--- src/rtl/bdq_pkg.sv ---
package bdq_pkg;

   // default list capacity
   localparam int DEF_CAPACITY = 16;

   localparam int VALUE_W = 32;

   // command codes
   typedef enum logic [2:0] {
      CMD_INS_FRONT = 3'd0,
      CMD_INS_BACK  = 3'd1,
      CMD_SHOW      = 3'd2,
      CMD_REM_FRONT = 3'd3,
      CMD_REM_BACK  = 3'd4,
      CMD_REM_VALUE = 3'd5
   } cmd_type;

   // result status codes
   typedef enum logic [1:0] {
      ST_OK        = 2'd0,
      ST_EMPTY     = 2'd1,
      ST_NOT_FOUND = 2'd2,
      ST_FULL      = 2'd3
   } status_type;

   // controller states
   typedef enum logic [2:0] {
      S_IDLE,
      S_POP_FRONT,
      S_POP_BACK,
      S_SHOW,
      S_FIND,
      S_SHIFT
   } state_type;

   // read address select
   typedef enum logic [1:0] {
      RD_FRONT,
      RD_BACK,
      RD_NEXT
   } rd_sel_type;

   // write address select
   typedef enum logic [1:0] {
      WR_FRONT,
      WR_BACK,
      WR_PREV
   } wr_sel_type;

   // result element select
   typedef enum logic [1:0] {
      EL_ZERO,
      EL_READ,
      EL_SAVED
   } elem_sel_type;

   // controller to datapath commands
   typedef struct packed {
      logic         ld;
      logic         rd_en;
      rd_sel_type   rd_sel;
      logic         wr_en;
      wr_sel_type   wr_sel;
      logic         head_inc;
      logic         head_dec;
      logic         cnt_inc;
      logic         cnt_dec;
      logic         idx_inc;
      logic         save_elem;
      logic         emit;
      elem_sel_type elem_sel;
      status_type   status;
      logic         last;
   } dp_ctrl_type;

   // datapath to controller status
   typedef struct packed {
      logic empty;
      logic full;
      logic match;
      logic idx_last;
   } dp_stat_type;

endpackage

--- src/rtl/bdq_ctrl.sv ---
module bdq_ctrl (
   input  logic                 clock,
   input  logic                 reset,
   input  logic                 start,
   input  logic [2:0]           req_command,
   input  bdq_pkg::dp_stat_type stat,
   output bdq_pkg::dp_ctrl_type ctrl,
   output logic                 busy
);

   bdq_pkg::state_type state_ff, state_in;
   bdq_pkg::cmd_type   cmd;

   assign cmd  = bdq_pkg::cmd_type'(req_command);
   assign busy = (state_ff != bdq_pkg::S_IDLE);

   // state register
   always_ff @(posedge clock) begin
      if (reset) begin
         state_ff <= bdq_pkg::S_IDLE;
      end else begin
         state_ff <= state_in;
      end
   end

   // next state
   always_comb begin
      state_in = state_ff;
      case (state_ff)
         bdq_pkg::S_IDLE: begin
            if (start && !stat.empty) begin
               case (cmd)
                  bdq_pkg::CMD_SHOW:      state_in = bdq_pkg::S_SHOW;
                  bdq_pkg::CMD_REM_FRONT: state_in = bdq_pkg::S_POP_FRONT;
                  bdq_pkg::CMD_REM_BACK:  state_in = bdq_pkg::S_POP_BACK;
                  bdq_pkg::CMD_REM_VALUE: state_in = bdq_pkg::S_FIND;
                  default:                state_in = bdq_pkg::S_IDLE;
               endcase
            end
         end
         bdq_pkg::S_POP_FRONT,
         bdq_pkg::S_POP_BACK: state_in = bdq_pkg::S_IDLE;
         bdq_pkg::S_SHOW: begin
            if (stat.idx_last) state_in = bdq_pkg::S_IDLE;
         end
         bdq_pkg::S_FIND: begin
            if (stat.match && !stat.idx_last) begin
               state_in = bdq_pkg::S_SHIFT;
            end else if (stat.idx_last) begin
               state_in = bdq_pkg::S_IDLE;
            end
         end
         bdq_pkg::S_SHIFT: begin
            if (stat.idx_last) state_in = bdq_pkg::S_IDLE;
         end
         default: state_in = bdq_pkg::S_IDLE;
      endcase
   end

   // datapath commands
   always_comb begin
      ctrl = '0;
      case (state_ff)
         bdq_pkg::S_IDLE: begin
            if (start) begin
               ctrl.ld = 1'b1;
               case (cmd)
                  bdq_pkg::CMD_INS_FRONT,
                  bdq_pkg::CMD_INS_BACK: begin
                     ctrl.emit = 1'b1;
                     ctrl.last = 1'b1;
                     if (stat.full) begin
                        ctrl.status = bdq_pkg::ST_FULL;
                     end else begin
                        ctrl.status  = bdq_pkg::ST_OK;
                        ctrl.wr_en   = 1'b1;
                        ctrl.cnt_inc = 1'b1;
                        if (cmd == bdq_pkg::CMD_INS_FRONT) begin
                           ctrl.wr_sel   = bdq_pkg::WR_FRONT;
                           ctrl.head_dec = 1'b1;
                        end else begin
                           ctrl.wr_sel = bdq_pkg::WR_BACK;
                        end
                     end
                  end
                  bdq_pkg::CMD_SHOW,
                  bdq_pkg::CMD_REM_FRONT,
                  bdq_pkg::CMD_REM_BACK,
                  bdq_pkg::CMD_REM_VALUE: begin
                     if (stat.empty) begin
                        ctrl.emit   = 1'b1;
                        ctrl.last   = 1'b1;
                        ctrl.status = bdq_pkg::ST_EMPTY;
                     end else begin
                        ctrl.rd_en  = 1'b1;
                        ctrl.rd_sel = (cmd == bdq_pkg::CMD_REM_BACK) ?
                                      bdq_pkg::RD_BACK : bdq_pkg::RD_FRONT;
                     end
                  end
                  default: ;
               endcase
            end
         end
         bdq_pkg::S_POP_FRONT,
         bdq_pkg::S_POP_BACK: begin
            ctrl.emit     = 1'b1;
            ctrl.last     = 1'b1;
            ctrl.elem_sel = bdq_pkg::EL_READ;
            ctrl.cnt_dec  = 1'b1;
            ctrl.head_inc = (state_ff == bdq_pkg::S_POP_FRONT);
         end
         bdq_pkg::S_SHOW: begin
            ctrl.emit     = 1'b1;
            ctrl.elem_sel = bdq_pkg::EL_READ;
            ctrl.last     = stat.idx_last;
            if (!stat.idx_last) begin
               ctrl.rd_en   = 1'b1;
               ctrl.rd_sel  = bdq_pkg::RD_NEXT;
               ctrl.idx_inc = 1'b1;
            end
         end
         bdq_pkg::S_FIND: begin
            if (stat.match && stat.idx_last) begin
               // hit on the back entry: nothing to close up
               ctrl.emit     = 1'b1;
               ctrl.last     = 1'b1;
               ctrl.elem_sel = bdq_pkg::EL_READ;
               ctrl.cnt_dec  = 1'b1;
            end else if (stat.match) begin
               ctrl.save_elem = 1'b1;
               ctrl.rd_en     = 1'b1;
               ctrl.rd_sel    = bdq_pkg::RD_NEXT;
               ctrl.idx_inc   = 1'b1;
            end else if (stat.idx_last) begin
               ctrl.emit   = 1'b1;
               ctrl.last   = 1'b1;
               ctrl.status = bdq_pkg::ST_NOT_FOUND;
            end else begin
               ctrl.rd_en   = 1'b1;
               ctrl.rd_sel  = bdq_pkg::RD_NEXT;
               ctrl.idx_inc = 1'b1;
            end
         end
         bdq_pkg::S_SHIFT: begin
            // move the entry just read one place toward the front
            ctrl.wr_en  = 1'b1;
            ctrl.wr_sel = bdq_pkg::WR_PREV;
            if (stat.idx_last) begin
               ctrl.emit     = 1'b1;
               ctrl.last     = 1'b1;
               ctrl.elem_sel = bdq_pkg::EL_SAVED;
               ctrl.cnt_dec  = 1'b1;
            end else begin
               ctrl.rd_en   = 1'b1;
               ctrl.rd_sel  = bdq_pkg::RD_NEXT;
               ctrl.idx_inc = 1'b1;
            end
         end
         default: ;
      endcase
   end

endmodule

--- src/rtl/bdq_datapath.sv ---
module bdq_datapath #(
   parameter int CAPACITY = bdq_pkg::DEF_CAPACITY
) (
   input  logic                        clock,
   input  logic                        reset,
   input  logic signed [31:0]          req_value,
   input  bdq_pkg::dp_ctrl_type        ctrl,
   output bdq_pkg::dp_stat_type        stat,
   output logic                        rsp_strobe,
   output logic signed [31:0]          rsp_element,
   output logic [1:0]                  rsp_status,
   output logic                        rsp_last
);

   localparam int IDX_W = (CAPACITY > 1) ? $clog2(CAPACITY) : 1;
   localparam int CNT_W = $clog2(CAPACITY + 1);
   localparam int SUM_W = CNT_W + 1;

   logic [31:0]      entries_ff [CAPACITY];
   logic [31:0]      rd_data_ff;
   logic [31:0]      value_ff;
   logic [31:0]      elem_ff;
   logic [IDX_W-1:0] head_ff, head_in;
   logic [CNT_W-1:0] count_ff, count_in;
   logic [CNT_W-1:0] idx_ff, idx_in;
   logic [IDX_W-1:0] rd_addr, wr_addr, head_prev;
   logic [31:0]      wr_data;
   logic             strobe_ff;
   logic [31:0]      element_ff;
   logic [1:0]       status_ff;
   logic             last_ff;

   // ring position of an offset from the head
   function automatic logic [IDX_W-1:0] slot_of(input logic [IDX_W-1:0] head,
                                                input logic [CNT_W-1:0] offset);
      logic [SUM_W-1:0] sum;
      sum = SUM_W'(head) + SUM_W'(offset);
      if (sum >= SUM_W'(CAPACITY)) sum = sum - SUM_W'(CAPACITY);
      return sum[IDX_W-1:0];
   endfunction

   assign head_prev = (head_ff == '0) ? IDX_W'(CAPACITY - 1) : head_ff - IDX_W'(1);

   // status to controller
   assign stat.empty    = (count_ff == '0);
   assign stat.full     = (count_ff == CNT_W'(CAPACITY));
   assign stat.match    = (rd_data_ff == value_ff);
   assign stat.idx_last = ((idx_ff + CNT_W'(1)) == count_ff);

   // address and data selection
   always_comb begin
      case (ctrl.rd_sel)
         bdq_pkg::RD_FRONT: rd_addr = head_ff;
         bdq_pkg::RD_BACK:  rd_addr = slot_of(head_ff, count_ff - CNT_W'(1));
         bdq_pkg::RD_NEXT:  rd_addr = slot_of(head_ff, idx_ff + CNT_W'(1));
         default:           rd_addr = head_ff;
      endcase
      case (ctrl.wr_sel)
         bdq_pkg::WR_FRONT: begin
            wr_addr = head_prev;
            wr_data = req_value;
         end
         bdq_pkg::WR_BACK: begin
            wr_addr = slot_of(head_ff, count_ff);
            wr_data = req_value;
         end
         bdq_pkg::WR_PREV: begin
            wr_addr = slot_of(head_ff, idx_ff - CNT_W'(1));
            wr_data = rd_data_ff;
         end
         default: begin
            wr_addr = head_ff;
            wr_data = req_value;
         end
      endcase
   end

   // entry storage, one write and one registered read per cycle
   always_ff @(posedge clock) begin
      if (ctrl.wr_en) entries_ff[wr_addr] <= wr_data;
      if (ctrl.rd_en) rd_data_ff <= entries_ff[rd_addr];
   end

   // head, count and walk index updates
   always_comb begin
      head_in = head_ff;
      if (ctrl.head_dec) begin
         head_in = head_prev;
      end else if (ctrl.head_inc) begin
         head_in = slot_of(head_ff, CNT_W'(1));
      end
      count_in = count_ff;
      if (ctrl.cnt_inc) begin
         count_in = count_ff + CNT_W'(1);
      end else if (ctrl.cnt_dec) begin
         count_in = count_ff - CNT_W'(1);
      end
      idx_in = idx_ff;
      if (ctrl.ld) begin
         idx_in = '0;
      end else if (ctrl.idx_inc) begin
         idx_in = idx_ff + CNT_W'(1);
      end
   end

   always_ff @(posedge clock) begin
      if (reset) begin
         head_ff  <= '0;
         count_ff <= '0;
         idx_ff   <= '0;
      end else begin
         head_ff  <= head_in;
         count_ff <= count_in;
         idx_ff   <= idx_in;
      end
   end

   // search key and removed element
   always_ff @(posedge clock) begin
      if (ctrl.ld) value_ff <= req_value;
      if (ctrl.save_elem) elem_ff <= rd_data_ff;
   end

   // result register
   always_ff @(posedge clock) begin
      if (reset) begin
         strobe_ff <= 1'b0;
      end else begin
         strobe_ff <= ctrl.emit;
      end
   end

   always_ff @(posedge clock) begin
      if (ctrl.emit) begin
         case (ctrl.elem_sel)
            bdq_pkg::EL_READ:  element_ff <= rd_data_ff;
            bdq_pkg::EL_SAVED: element_ff <= elem_ff;
            default:           element_ff <= '0;
         endcase
         status_ff <= ctrl.status;
         last_ff   <= ctrl.last;
      end
   end

   assign rsp_strobe  = strobe_ff;
   assign rsp_element = element_ff;
   assign rsp_status  = status_ff;
   assign rsp_last    = last_ff;

endmodule

--- src/rtl/bounded_deque_with_value_delete.sv ---
// Channel    Ports                                           Handshake
// request    req_command, req_value                          start & !busy
// response   rsp_element, rsp_status, rsp_last               rsp_strobe, one cycle
//
// Inserts, unused codes and any remove or show on an empty list finish in the
// accept cycle; a result, if any, appears in the next cycle and busy stays low.
// Remove front/back reads the end entry, then answers; show gives one entry per
// cycle from the single read port of the entry memory; remove by value searches,
// then closes the gap (search and shift share that read port).
// Synchronous active-high reset empties the list; no clearing pass.
// The receiver cannot stall: each result is shown for exactly one cycle.
module bounded_deque_with_value_delete #(
   parameter int CAPACITY = bdq_pkg::DEF_CAPACITY
) (
   input  logic               clock,
   input  logic               reset,
   input  logic               start,
   output logic               busy,
   input  logic [2:0]         req_command,
   input  logic signed [31:0] req_value,
   output logic               rsp_strobe,
   output logic signed [31:0] rsp_element,
   output logic [1:0]         rsp_status,
   output logic               rsp_last
);

   bdq_pkg::dp_ctrl_type ctrl;
   bdq_pkg::dp_stat_type stat;

   bdq_ctrl u_ctrl (
      .clock       (clock),
      .reset       (reset),
      .start       (start),
      .req_command (req_command),
      .stat        (stat),
      .ctrl        (ctrl),
      .busy        (busy)
   );

   bdq_datapath #(
      .CAPACITY (CAPACITY)
   ) u_datapath (
      .clock       (clock),
      .reset       (reset),
      .req_value   (req_value),
      .ctrl        (ctrl),
      .stat        (stat),
      .rsp_strobe  (rsp_strobe),
      .rsp_element (rsp_element),
      .rsp_status  (rsp_status),
      .rsp_last    (rsp_last)
   );

endmodule

--- config.mk ---
export PLATFORM = sky130hd
export DESIGN_NAME = bounded_deque_with_value_delete
export DESIGN_NICKNAME = d
export VERILOG_FILES = /design/src/rtl/bdq_pkg.sv /design/src/rtl/bdq_ctrl.sv /design/src/rtl/bdq_datapath.sv /design/src/rtl/bounded_deque_with_value_delete.sv
export SDC_FILE = /design/constraint.sdc
export NUM_CORES = 1
export LEC_CHECK = 0
export ABC_AREA = 0
export ABC_CLOCK_PERIOD_IN_PS = 8100
export CAP_MARGIN = 10
export CORE_MARGIN = 5
export CORE_UTILIZATION = 59
export CTS_BUF_LIST = sky130_fd_sc_hd__clkbuf_8
export CTS_CLUSTER_DIAMETER = 40
export CTS_CLUSTER_SIZE = 40
export DETAILED_ROUTE_END_ITERATION = 7
export DONT_BUFFER_PORTS = 1
export GPL_ROUTABILITY_DRIVEN = 0
export GPL_TIMING_DRIVEN = 0
export PLACE_DENSITY = 0.77
export SKIP_LAST_GASP = 1
export SLEW_MARGIN = 20
export SYNTH_ARGS = -nofsm -noshare
export SYNTH_HDL_FRONTEND = slang
export SYNTH_HIERARCHICAL = 1
export SYNTH_SLANG_ARGS = --single-unit
--- constraint.sdc ---
create_clock -name clock -period 8.1 [get_ports clock]
set_input_delay 0.81 -clock clock [delete_from_list [all_inputs] [get_ports clock]]
set_output_delay 0.81 -clock clock [all_outputs]
set_load 0.01 [all_outputs]
# == Yosys cells after proc, flatten, opt, wreduce, memory -nomap -nowiden ==
# Memories as Yosys holds them, arrays and structs flattened. A register that Yosys moved wholly into a read port is not among the register bits.
# Index checks and enable logic that the tools add are counted.
# totals
in_bits,38
latch_bits,0
n_memories,1
mem_bits_rw,512
regBits,117
romBits,0
# mem_list
memory,depth,word_bits,rd,rd_clocked_by_memory_dff,write_ports,line,rtl
u_datapath.entries_ff,16,32,1,1,1,bdq_datapath.sv:19,logic [31:0] entries_ff [CAPACITY];
# classes
n_reduce_logical,19
n_addsub,15
shifts,0
n_bitwise,0
n_eq_ne,20
multipliers,0
n_div,0
magnitude_cmp,5
muxes,68
# op_table
cell,n
32-bit one-hot mux with 2 select lines,1
3-bit two-way mux,14
32-bit equality test,1
32-bit two-way mux,1
4-bit two-way mux,8
4-bit by 5-bit adder with 6-bit output,4
6-bit by 5-bit >= comparator with 1-bit output (second input constant),4
4-bit by 1-bit subtractor with 4-bit output (second input constant),6
1-bit two-way mux,19
3-bit one-hot mux with 3 select lines,2
2-bit two-way mux,8
3-bit by 2-bit equality test with 1-bit output (second input constant),4
3-bit equality test (second input constant),4
3-bit one-hot mux with 2 select lines,2
3-bit one-hot mux with 4 select lines,1
4-bit one-hot mux with 3 select lines,1
5-bit by 1-bit adder with 5-bit output (second input constant),2
5-bit two-way mux,2
5-bit by 1-bit subtractor with 5-bit output (second input constant),2
4-bit one-hot mux with 2 select lines,1
2-bit OR reduction,4
7-bit two-way mux,1
2-bit by 1-bit equality test with 1-bit output (second input constant),3
2-bit equality test (second input constant),3
22 further kinds,29

# == Depth between registers and ports, before layout ==
# Gate-level depths: netlist of the first run.
# depth
depth_word,8
ltp_mapped,20
depth_no_buf,16

# == Modules after synthesis ==
# The synthesis of the first run kept the hierarchy.
# modules_own_cells
module,area_per_inst_um2,n_inst,cells_per_inst
bdq_datapath,26155.1,1,1276
bdq_ctrl,529.3,1,73

# == Worst setup path before layout of the first run ==
# OpenSTA, ideal clock, no wires.
# synth_path
path_kind,input port to flip-flop
from,in start
to,mem u_datapath.entries_ff[6][0] (enable)
n_path_buf,3
slack_ns,0.477
t_arrival_ns,7.162
stages,17
setup_ns,0.461
path_cell_list,nor4b_4 -> nand3b_1 -> nor3_1 -> inv_1 -> ha_1 -> clkbuf_1 -> buf_1 -> mux2i_1 -> ha_1 -> inv_1 -> fa_1 -> nand2b_1 -> a21oi_1 -> a21oi_1 -> nand2b_1 -> buf_1 -> nor3_1
# synth_lines
element,line,rtl
"start, declared",bounded_deque_with_value_delete.sv:17,"input logic start,"
"end, declared",bdq_datapath.sv:19,

==> flow_summary.ini, run 1 <==
[critical_path]
worstSetupPathType = reg2reg
worstPathMaxFanout = 10
cp-end-kind = flip-flop
cp.arrival_ns = 6.82
cp.required_ns = 8.46
cp-start-kind = flip-flop

[logic_synthesis]
async_flop_share_pct = 0
netlist_area_um2 = 26700
syn_nets = 1412
postSynthAreaPerCell_um2 = 19.8
yosys.area.top_type = edfxtp_1
synth_top_area_share_pct = 72.4
synthCells = 1349
ys_seq_area_share_pct = 73.7
synth_edf_count = 643
synthDistinctLibCells = 56
yosys_warnings = 6
netlist_top_cells_area = edfxtp_1 72%, mux4_2 11%, mux2i_1 4.0%
ys_ff_latch = 661
ys.flop_type = edfxtp_1

[status]
status = completed

[floorplanning]
dieArea_um2 = 49600
core_um2 = 45100
rows = 78
start_util_pct = 59.2
die_height_um = 223
ios = 75
die_w_um = 223

[placed_design]
portBuffers = 0
pre_cts_ws_ns = 1.75
dpl.hpwl_um = 43000

[final_layout]
area_growth_pct = 12.9
final_cell_mix = 643 x edfxtp_1, 128 x mux4_2, 106 x mux2i_1
layout-drive-gt1-share_pct = 26.6
fillers = 2888
mostFrequentLayoutCell = edfxtp_1
seq_area_um2 = 19700
nets = 1569
multi_input_area_um2 = 6720

[route]
vias_per_cell = 6.34
postRouteAntennaNets = 0
routedWlPerCell_um = 28.9
drc = 0
vias = 13800
drtIter0Drc = 2041
drt-total-wl_um = 62700
dr.pass1.iters = 8

[grt]
track_usage_pct = 25.5
grt_max_degree = 33
grt_pass1_vias = 13900
antenna_found_initial = 2
grt_pass1_wl_um = 92200
grt_remaining_overflow = 0

[power_and_ir_drop]
ir_drop_uv = 142
power.density_nw_per_um2 = 226
leakagePower_nw = 9.94
p_int_mw = 5.19
power.switching_mw = 1.61
p_seq_share_pct = 56.5
clkPwrFrac_pct = 37.3
comb_power_share_pct = 6.1
swShare_pct = 23.7

[cts]
cts_tree = done
clockBufferDepth = 3
cts_resized = 0
htreeDepth = 3
clock-sinks = 661
cts_setup_buffers = 0
cts-root-buf = clkbuf_8
clkLatencyLatePin_ns = 0.69
clkSlewWorstSetupHoldPaths_ns = 0.08
cts_buffers = 79
holdBufCountCts = 0

[timing]
finalSetupViolations = 0
grt_setup_unrepaired = no
finalClockSkew_ns = 0.0557
final-max-slew-violation-count = 0
final_hold_viol_count = 0
fmax_ghz = 0.155
finalCriticalPeriod_ns = 6.46
worst_pin_slew_ns = 1.18
min_period_over_period_pct = 79.7
hold_slack_ns = 0.190
maxSlewHeadroom_pct = 21.1
timing.final.ws_setup_ns = 1.64

[worst_hold_path]
min_path_type = in2reg

[job]
maxCapViolations = 0
final timing paths:
kind	from	end	slack, ns	cells past startpoint
min	reset	u_datapath/rsp_strobe	0.19	1
min reg2reg	u_datapath/rd_data_ff[13]	u_datapath/elem_ff[13]	0.53	0
max reg2reg	u_datapath/count_ff[0]	u_datapath/entries_ff[6][15]	1.64	22
max	u_datapath/count_ff[0]	u_datapath/entries_ff[6][15]	1.64	22
worst max-delay path, stage by stage, from the launching register on:
cell and delay (ns):
dfxtp_1 0.37, inv_1 0.16, ha_1 0.19, nor4bb_1 0.53, nand3b_1 0.27, nor3_1 0.11, inv_1 0.10, ha_1 0.18
clkbuf_1 0.74, buf_1 0.60, mux2i_1 0.27, ha_1 0.19, inv_1 0.06, fa_1 0.45, nand2b_1 0.15, a21oi_1 0.16
a21oi_1 0.07, nand2b_1 0.16, buf_1 0.31, nor3_2 0.41, buf_4 0.29, buf_6 0.16, buf_4 0.19
stage by stage:
stage               power, mW  utilization (%)  std cells  area (um2)  TNS (ns)
finish                   6.80             66.8       2173       30100         0
floorplan                4.19                -       1349       26700         0
detailed placement       4.34             62.9       2025       28400         0
global route             7.04             66.8       2173       30100         0
CTS                      6.84             66.8       2171       30100         0
global placement         4.30             60.8       1949       27400  -1730.34
power groups by stage:
stage | Sequential [mW] | Combinational (mW) | Clock [mW]
CTS | 3.85 | 0.415 | 2.58
global placement | 3.93 | 0.378 | 0
detailed placement | 3.92 | 0.412 | 0
global route | 3.85 | 0.442 | 2.74
finish | 3.85 | 0.416 | 2.54
floorplan | 3.91 | 0.272 | 0
cell families after synthesis:
group / after synthesis / share of synthesized area (%)
flops: 661 / 73.7
mux: 268 / 16.2
simple gates: 164 / 3.33
buf+inv: 93 / 1.49
compound gates: 79 / 2.06
xor+xnor: 59 / 1.96
fa+ha+maj: 25 / 1.23
registers in the layout, indices dropped and copies added, names as in the netlist:
name	count
u_datapath/head_ff	4
u_ctrl/state_ff	3
u_datapath/count_ff	5
u_datapath/rd_data_ff	32
u_datapath/rsp_status	2
u_datapath/rsp_element	32
u_datapath/entries_ff	512
u_datapath/elem_ff	32
u_datapath/rsp_strobe	1
u_datapath/idx_ff	5
u_datapath/rsp_last	1
u_datapath/value_ff	32
layout make-up:
cell class                 count  share of cell area [%]
antenna                        2                  0.0166
buffer                        69                    1.02
clock buffer                  84                    3.84
clock inverter                62                    1.98
inverter                      24                   0.299
multi-input combinational    595                    22.3
sequential                   661                    65.3
tap                          600                    2.49
timing repair buffer          76                    2.75
synth_stat cells, types with 5 or more instances:
master	count
edfxtp_1	643
mux4_2	128
mux2i_1	106
nor2_1	57
xor2_1	42
clkbuf_1	38
mux2_2	34
a22oi_1	33
nand2_1	27
inv_1	24
ha_1	23
nor3_1	19
buf_2	18
dfxtp_1	18
a21oi_1	16
xnor2_1	16
nor4_1	10
buf_1	8
nor3_2	8
o21ai_0	8
nand2b_1	7
nand4_1	7
nor2b_1	5
metal layers:
layer / share of wire, % / track usage, % / vias to the layer above
li1: - / - / 5780
met2: 49 / 41.1 / 767
met4: 3.6 / 9.82 / 2
met5: 0.022 / 0 / -
met3: 10 / 5.60 / 117
met1: 38 / 34.8 / 7108
Power figures use the tool's default switching activity.
==> inputs of run 2 (changes only) <==
--- a/config.mk
+++ b/config.mk
@@ -6,7 +6,7 @@
 export NUM_CORES = 1
 export LEC_CHECK = 0
 export ABC_AREA = 0
-export ABC_CLOCK_PERIOD_IN_PS = 8100
+export ABC_CLOCK_PERIOD_IN_PS = 5600
 export CAP_MARGIN = 10
 export CORE_MARGIN = 5
 export CORE_UTILIZATION = 59
==> constraint.sdc (replaced) <==
create_clock -name clock -period 5.6 [get_ports clock]
set_input_delay 0.56 -clock clock [delete_from_list [all_inputs] [get_ports clock]]
set_output_delay 0.56 -clock clock [all_outputs]
set_load 0.01 [all_outputs]
==> flow_summary.ini, run 2 (synthesis gave the netlist of run 1 again) <==
[status]
status = completed

[timing]
hold_slack_ns = 0.0607
finalSetupTns_ns = 0
min_period_over_period_pct = 96.1
finalCriticalPeriod_ns = 5.38
timing.final.ws_setup_ns = 0.219
fmax_ghz = 0.186
maxSlewHeadroom_pct = 28.3
worst_pin_slew_ns = 1.08
final_hold_viol_count = 0
final-max-slew-violation-count = 0
finalClockSkew_ns = 0.0359
finalSetupViolations = 0

[placed_design]
postPlaceCellArea_um2 = 28500
portBuffers = 0
dp_cells = 2008
pre_cts_ws_ns = -0.374
dpl.hpwl_um = 42600

[power_and_ir_drop]
clkPwrFrac_pct = 37.3
finalPower_mw = 9.91
swShare_pct = 24.0
comb_power_share_pct = 6.5
leakagePower_nw = 10.2
p_int_mw = 7.53
power.density_nw_per_um2 = 323
p_seq_share_pct = 56.1
power.switching_mw = 2.38
ir_drop_uv = 225

[floorplanning]
dieArea_um2 = 49600
ios = 75
start_util_pct = 59.2
die_w_um = 223
rows = 78
core_um2 = 45100
die_height_um = 223

[final_layout]
regMostFlops = u_datapath/entries_ff
layout-drive-gt1-share_pct = 27.2
nets = 1583
final_util_pct = 67.9
design_area_um2 = 30600
finalNonFillerCells = 2184
mostFrequentLayoutCell = edfxtp_1
area_growth_pct = 14.8
largest_reg_flops = 512
final_cell_mix = 643 x edfxtp_1, 128 x mux4_2, 106 x mux2i_1

[cts]
clkLatencyLatePin_ns = 0.67
clkSlewWorstSetupHoldPaths_ns = 0.09
cts_buffers = 77
clockBufferDepth = 3
cts-root-buf = clkbuf_8
htreeDepth = 3
cts_setup_buffers = 0
cts_tree = done
clock-sinks = 661

[critical_path]
worstPathMaxFanout = 10
worstSetupPathType = reg2reg
regToRegSetupSlack_ns = 0.22
cp-end-kind = flip-flop
r2r_cells = 17
cp.arrival_ns = 5.76
reg2reg_from = u_datapath/count_ff[2]
reg2reg_to = u_datapath/rd_data_ff[0]
cp.required_ns = 5.98
cp-start-kind = flip-flop

[route]
drt-total-wl_um = 65800
vias_per_cell = 6.46
postRouteAntennaNets = 0
drtIter0Drc = 1840
dr.pass1.iters = 6
vias = 14100
drc = 0
routedWlPerCell_um = 30.1

[worst_hold_path]
min_path_type = in2reg
hold_start = reset
holdPathStages = 2
min_to = u_ctrl/state_ff[1]

[grt]
track_usage_pct = 26.6
grt_remaining_overflow = 0
grt_pass1_wl_um = 95300
grt_pass1_vias = 14200
antenna_found_initial = 2
grt_max_degree = 33

[job]
maxCapViolations = 0
-- run 2: routing by layer --
metal,wire [um],vias up,GRT usage (%)
li1,-,5818,-
met1,23500,7316,34.7
met2,33400,838,44.3
met3,6750,142,7.17
met4,2190,0,8.24
met5,0,-,0
-- run 2: how the worst max path moves through the flow --
stage | cells past startpoint | end | start
CTS | 17 | u_datapath/rd_data_ff[0] | u_datapath/count_ff[2]
floorplan | 16 | u_datapath/entries_ff[0][0] | start
detailed placement | 19 | u_datapath/rd_data_ff[21] | u_datapath/count_ff[2]
global placement | 5 | u_datapath/elem_ff[12] | u_datapath/rd_data_ff[12]
finish | 17 | u_datapath/rd_data_ff[0] | u_datapath/count_ff[2]
global route | 19 | u_datapath/rd_data_ff[2] | u_datapath/count_ff[2]
-- run 2: power by group through the flow --
| stage | combinational, mW | clock (mW) | sequential [mW] |
|---|---|---|---|
| after global routing | 0.684 | 3.99 | 5.57 |
| after floorplan | 0.415 | 0 | 5.66 |
| final | 0.648 | 3.70 | 5.56 |
| after detailed placement | 0.612 | 0 | 5.68 |
| after CTS | 0.642 | 3.76 | 5.56 |
| after global placement | 0.569 | 0 | 5.68 |
-- run 2: final cells by class --
class	count	area, um2
Tap cell	600	751
Timing Repair Buffer	92	1110
Multi-Input combinational cell	595	6840
Antenna cell	2	5.00
Fill cell	2818	14500
Sequential cell	661	19700
Clock inverter	63	699
Buffer	69	402
Clock buffer	78	1070
Inverter	24	90.1
-- run 2: repair_timing --
action,CTS,global route
endpoints found under the hold margin,37,0
gates resized for setup,20,11
setup endpoints to repair,32,39
hold buffers,33,0
pin swaps,0,1
-- run 2: worst max-delay path, stage by stage, from the launching register on --
cell	delay, ns
dfxtp_1	0.41
clkbuf_2	0.29
mux2i_1	0.11
a21oi_1	0.15
o21ai_0	0.11
nor4_1	0.46
clkbuf_2	0.31
a21oi_1	0.07
ha_1	0.18
clkbuf_1	0.16
mux2i_1	0.20
ha_1	0.25
mux2i_1	0.21
clkbuf_1	0.68
clkbuf_1	0.78
mux4_2	0.41
mux2i_1	0.21
mux2i_1	0.11
